`src/rtl/plcs_pkg.sv`:
```
// ----------------------------------------------------------------------------
// plcs_pkg
// Shared types, constants and codes for the polyline line crossing block.
// ----------------------------------------------------------------------------
`default_nettype none

package plcs_pkg;

	localparam int MAX_HITS_DEF    = 32;
	localparam int COORD_WIDTH_DEF = 32;
	localparam int FIELD_W         = 32;
	localparam int CFG_IDX_W       = 2;

	// configuration register indexes
	localparam logic [CFG_IDX_W-1:0] REG_CUT_START_X = 2'd0;
	localparam logic [CFG_IDX_W-1:0] REG_CUT_START_Y = 2'd1;
	localparam logic [CFG_IDX_W-1:0] REG_CUT_END_X   = 2'd2;
	localparam logic [CFG_IDX_W-1:0] REG_CUT_END_Y   = 2'd3;

	typedef struct packed {
		logic [FIELD_W-1:0] vertex_x;
		logic [FIELD_W-1:0] vertex_y;
		logic               final_vertex;
	} vtx_t;

	typedef struct packed {
		logic [FIELD_W-1:0] hit_x;
		logic [FIELD_W-1:0] hit_y;
		logic               last_hit;
		logic               none_found;
		logic               hits_dropped;
	} hit_t;

	// multiplier operations, each names the product and where it accumulates
	typedef enum logic [2:0] {
		MOP_DEN_A = 3'd0,  // den  = dy2*dx1
		MOP_DEN_B = 3'd1,  // den -= dx2*dy1
		MOP_NA_A  = 3'd2,  // na   = dx2*oy
		MOP_NA_B  = 3'd3,  // na  -= dy2*ox
		MOP_NB_A  = 3'd4,  // nb   = dx1*oy
		MOP_NB_B  = 3'd5,  // nb  -= dy1*ox
		MOP_SC_LO = 3'd6,  // acc  = na_lo*mag
		MOP_SC_HI = 3'd7   // acc += na_hi*mag << QW
	} mop_t;

	typedef struct packed {
		logic in_ready;
		logic mul_go;
		mop_t mul_op;
		logic norm;
		logic div_load;
		logic div_step;
		logic add;
		logic axis;
		logic ins;
		logic fin;
		logic emit_load;
	} cmd_t;

	typedef struct packed {
		logic in_valid;
		logic have_prev;
		logic final_vertex;
		logic seg_hit;
		logic out_free;
		logic emit_last;
	} sts_t;

endpackage

`default_nettype wire

```
`src/rtl/plcs_ctrl.sv`:
```
// ----------------------------------------------------------------------------
// plcs_ctrl
// Sequencer: steps the datapath through products, division, insert and emit.
// ----------------------------------------------------------------------------
`default_nettype none

module plcs_ctrl #(
	parameter int COORD_WIDTH = plcs_pkg::COORD_WIDTH_DEF
) (
	input  wire             clk,
	input  wire             arst_n,
	input  plcs_pkg::sts_t  sts,
	output plcs_pkg::cmd_t  cmd
);

	localparam int QW  = COORD_WIDTH + 1;
	localparam int CTW = $clog2(QW + 1);

	typedef enum logic [9:0] {
		S_IDLE = 10'b0000000001,
		S_MUL  = 10'b0000000010,
		S_NORM = 10'b0000000100,
		S_CHK  = 10'b0000001000,
		S_SMUL = 10'b0000010000,
		S_DIV  = 10'b0000100000,
		S_ADD  = 10'b0001000000,
		S_INS  = 10'b0010000000,
		S_FIN  = 10'b0100000000,
		S_EMIT = 10'b1000000000
	} state_t;

	state_t           state_q, state_d;
	logic [CTW-1:0]   cnt_q, cnt_d;
	logic             axis_q, axis_d;

	always_comb begin
		cmd      = '0;
		cmd.axis = axis_q;
		state_d  = state_q;
		cnt_d    = cnt_q;
		axis_d   = axis_q;
		unique case (state_q)
			S_IDLE: begin
				cmd.in_ready = 1'b1;
				cnt_d        = '0;
				if (sts.in_valid) begin
					state_d = sts.have_prev ? S_MUL : S_FIN;
				end
			end
			S_MUL: begin
				if (cnt_q < CTW'(6)) begin
					cmd.mul_go = 1'b1;
					cmd.mul_op = plcs_pkg::mop_t'(cnt_q[2:0]);
				end
				if (cnt_q == CTW'(6)) begin
					cnt_d   = '0;
					state_d = S_NORM;
				end else begin
					cnt_d = cnt_q + CTW'(1);
				end
			end
			S_NORM: begin
				cmd.norm = 1'b1;
				state_d  = S_CHK;
			end
			S_CHK: begin
				axis_d  = 1'b0;
				cnt_d   = '0;
				state_d = sts.seg_hit ? S_SMUL : S_FIN;
			end
			S_SMUL: begin
				if (cnt_q == CTW'(0)) begin
					cmd.mul_go = 1'b1;
					cmd.mul_op = plcs_pkg::MOP_SC_LO;
				end else if (cnt_q == CTW'(1)) begin
					cmd.mul_go = 1'b1;
					cmd.mul_op = plcs_pkg::MOP_SC_HI;
				end
				if (cnt_q == CTW'(2)) begin
					cnt_d   = '0;
					state_d = S_DIV;
				end else begin
					cnt_d = cnt_q + CTW'(1);
				end
			end
			S_DIV: begin
				if (cnt_q == CTW'(0)) begin
					cmd.div_load = 1'b1;
				end else begin
					cmd.div_step = 1'b1;
				end
				if (cnt_q == CTW'(QW)) begin
					cnt_d   = '0;
					state_d = S_ADD;
				end else begin
					cnt_d = cnt_q + CTW'(1);
				end
			end
			S_ADD: begin
				cmd.add = 1'b1;
				if (!axis_q) begin
					axis_d  = 1'b1;
					state_d = S_SMUL;
				end else begin
					state_d = S_INS;
				end
			end
			S_INS: begin
				cmd.ins = 1'b1;
				state_d = S_FIN;
			end
			S_FIN: begin
				cmd.fin = 1'b1;
				state_d = sts.final_vertex ? S_EMIT : S_IDLE;
			end
			S_EMIT: begin
				if (sts.out_free) begin
					cmd.emit_load = 1'b1;
					if (sts.emit_last) begin
						state_d = S_IDLE;
					end
				end
			end
			default: begin
				state_d = S_IDLE;
			end
		endcase
	end

	always_ff @(posedge clk or negedge arst_n) begin
		if (!arst_n) begin
			state_q <= S_IDLE;
			cnt_q   <= '0;
			axis_q  <= 1'b0;
		end else begin
			state_q <= state_d;
			cnt_q   <= cnt_d;
			axis_q  <= axis_d;
		end
	end

endmodule

`default_nettype wire

```
`config.mk`:
```
export PLATFORM = sky130hd
export DESIGN_NAME = plcs_ctrl
export DESIGN_NICKNAME = d
export VERILOG_FILES = /design/src/rtl/plcs_pkg.sv /design/src/rtl/plcs_ctrl.sv
export SDC_FILE = /design/constraint.sdc
export NUM_CORES = 1
export LEC_CHECK = 0
export BUFFER_PORTS_ARGS = -buffer_cell sky130_fd_sc_hd__buf_2
export CAP_MARGIN = 0
export CORE_MARGIN = 2
export CORE_UTILIZATION = 50
export DETAILED_ROUTE_END_ITERATION = 10
export PLACE_DENSITY_LB_ADDON = 0.2
export SLEW_MARGIN = 20
export SYNTH_ARGS = -nofsm -noshare
export SYNTH_HDL_FRONTEND = slang
export SYNTH_SLANG_ARGS = --single-unit
```
`constraint.sdc`:
```
create_clock -name clk -period 2.4 [get_ports clk]
set_input_delay 0.48 -clock clk [delete_from_list [all_inputs] [get_ports clk]]
set_output_delay 0.48 -clock clk [all_outputs]
set_load 0.05 [all_outputs]
```
==> qor.txt <==
Hold Worst Slack - 94.3 ps
Avg Inst Size Synth - 8.66 sq um
cts bufs inserted - 3
asr flop ratio synth - 1.00
largest family of logic cells by synthesized area - simple AND/OR/NAND/NOR gates
R2R Path Start - state_q[2]
CP Data Arrival Time - 2050 ps
Tcrit/Tclk final - 1.05
EDFF count, synth - 0
die width - 56.3 microns
CP endpoint - cmd[8]
root buf cell - clkbuf_4
Setup WS post-layout - -129 ps
Switching Share - 0.479
crit path max fanout - 6
Yosys top cell area share - 0.293
GRT overflow - 0
post-synthesis adder-cell area fraction - 0.0366
Post-route DRC - 0
worst slew pin tran - 575 ps
R2R cell count - 6
xor and xnor fraction of the mapped netlist area - 0.0320
top cells by area, synth - dfrtp_1, nor2_1, nand2_1, clkbuf_8, ha_1
Worst path slowest cell - dfrtp_2
Via density - 6.11
skew final - 15.5 ps
final setup fails - 7
IO Count - 21
Distinct cells, synth - 46
TritonCTS clock tree - done
RD Place Congestion - 0.929
share of cells above drive strength 1 - 0.357
FF-to-FF End - cnt_q[4]
max_cap viols - 0
die height - 56.3 microns
Peak VDD IR - 0.00109 V
drt first-iter violations - 84
DR WL/cell - 16.9 microns
CP most frequent cell - buf_4
final hold violations - 0
clock power share - 0.084
worst hold-check path type - in2async
Core Box Area - 2540 sq um
fill count - 204
post-layout util - 0.687
status - finished with violations
Sink Count - 17
RSZ-0062 raised after global routing - true
clk_lat worst skew - 300 ps
relative slew slack - 0.614
post-synthesis sequential area ratio - 0.312
failing checks - negative setup slack
leakage - 0.872 nW
row count - 18
Syn Inst Count - 158
Seq pwr share - 0.250
setup slack, reg-to-reg - 160 ps
Clock Pin Slew Worst Setup and Hold Paths - 110 ps
post-detail-place hpwl - 2630 microns
Port Buffer Count - 20
Syn Std Cell Area - 1370 sq um
Pwr Density - 1080 nW/um^2
Pint - 0.982 mW
Synth Warn # - 0
first-pass GRT wire length - 6050 microns
net count after synthesis - 170
Achievable Freq - 0.395 GHz
Routed Antenna Nets - 0
nets - 209
Levels on crit path - 7
DR vias - 1380
delay-heaviest family, CP - simple AND/OR/NAND/NOR gates
placed cell area - 1510 sq um
CP cell instances - nor4_4 > buf_4 > nand4b_1 > nor2_2 > buf_4 > a32o_1 > buf_6
Worst path max stage delay - 460 ps
NetSw - 0.903 mW
mux cell area share after synthesis - 0
nature of the critical path startpoint - flop
ys flop type - dfrtp_1
Layout Area Growth over Synthesis - 27.9%
vias in the first global route - 1323
Comb pwr share - 0.666
Worst EP required - 1920 ps
pin count of the biggest net entering global routing - 18
critical path class - reg2out
drt first pass iters - 4
initial antenna violation count - 0
Post-Route WL - 3810 microns
fin crit period - 2530 ps
Longest Clk Path Bufs - 2
Total GRT Usage - 0.242
fin. max-slew vios - 0
largest area contributor in the netlist - dfrtp_1
crit end category - primary output
crit path launch - state_q[3]
diode count - 0
post-synthesis simple-gate area fraction - 0.357
Initial Util - 0.537
H-tree depth - 1
Synth Area in Compound Gates - 0.170
post-synthesis register bit count - 17
WP buf/inv - 3
Die ar. - 3170 sq um
fin area - 1750 sq um
==> per-layer routing <==
layer,vias up,GRT usage,share of wire
li1,645,-,-
met4,0,0.0816,0.020
met1,659,0.313,0.41
met3,12,0.0484,0.065
met5,-,0,0
met2,64,0.403,0.50
==> worst min-delay path by stage <==
stage | end | slack (ps) | cells after the start
3_3_place_gp | state_q[3] | 430 | 1
3_5_place_dp | state_q[2] | 430 | 1
4_1_cts | state_q[8] | 110 | 1
5_1_grt | cnt_q[0] | 110 | 1
6_report | state_q[9] | 90 | 1
2_1_floorplan | axis_q | 180 | 0
==> cells in the mapped netlist, types with 5 or more instances <==
library cell	n
o21ai_0	5
nand2_1	15
nor3_1	7
nor2b_1	6
dfrtp_1	16
and3_1	6
a21oi_1	6
nor2_1	16
nand3_1	6
inv_1	9
==> worst reg2reg max path: cells and delay by family, from the launching register on <==
| family | cells | cell delay [ps] |
|---|---|---|
| flops | 1 | 460 |
| simple gates | 3 | 1260 |
| buf+inv | 1 | 170 |
| compound gates | 2 | 260 |
==> cell type report <==
cell class | count | area, sq um | share of cell area
Clock buffer | 4 | 26.3 | 0.0150
Multi-Input combinational cell | 123 | 887 | 0.507
Inverter | 9 | 36.3 | 0.0207
Timing Repair Buffer | 43 | 332 | 0.190
Tap cell | 30 | 37.5 | 0.0215
Sequential cell | 17 | 430 | 0.246
==> logic make-up after synthesis <==
| family | Yosys count |
|---|---|
| and+or+nand+nor | 80 |
| AOI/OAI and AO/OA | 34 |
| buffers and inverters | 18 |
| DFF | 17 |
| xor gates and xnor gates | 5 |
| adders and majority gates | 4 |
==> cell usage in the layout, fill, tap and decap left out, types with 4 or more instances in the layout <==
master    netlist  routed
buf_4           3      24
nor2_1         16      15
nand2_1        15      14
dfrtp_1        16      13
buf_2           0      10
inv_1           9       8
buf_6           1       7
nor3_1          7       6
nor2b_1         6       6
a21oi_1         6       6
and3_1          6       5
nand3_1         6       5
o21ai_0         5       5
ha_1            4       4
clkbuf_4        0       4
==> power groups by stage <==
| stage | Clock, mW | Combinational (mW) | Sequential, mW |
|---|---|---|---|
| final | 0.159 | 1.26 | 0.471 |
| after global routing | 0.174 | 1.35 | 0.482 |
| after CTS | 0.157 | 1.10 | 0.460 |
| after detailed placement | 0 | 0.958 | 0.462 |
| after global placement | 0 | 0.938 | 0.455 |
| after floorplan | 0 | 0.755 | 0.414 |
==> sequential cells by signal, indices dropped and copies added (netlist names) <==
signal	count
state_q	10
axis_q	1
cnt_q	6
==> what timing repair did <==
| item | CTS | global route |
|---|---|---|
| gates resized for setup | 24 | 11 |
| hold buffers | 0 | 0 |
| buffers inserted | 7 | 5 |
| pin swaps | 4 | 2 |
| endpoints found under the setup margin | 8 | 10 |
==> through the flow <==
step,setup WS [ps],instances,TNS [ps],total power [mW]
finish,-129,226,-602,1.89
global route,-179,226,-1120,2.01
CTS,-49.1,221,-165,1.72
detailed placement,92.0,210,0,1.42
global placement,145,210,0,1.39
floorplan,-64.3,158,-64.3,1.17
Note: power is estimated with default switching activity, not from simulation.
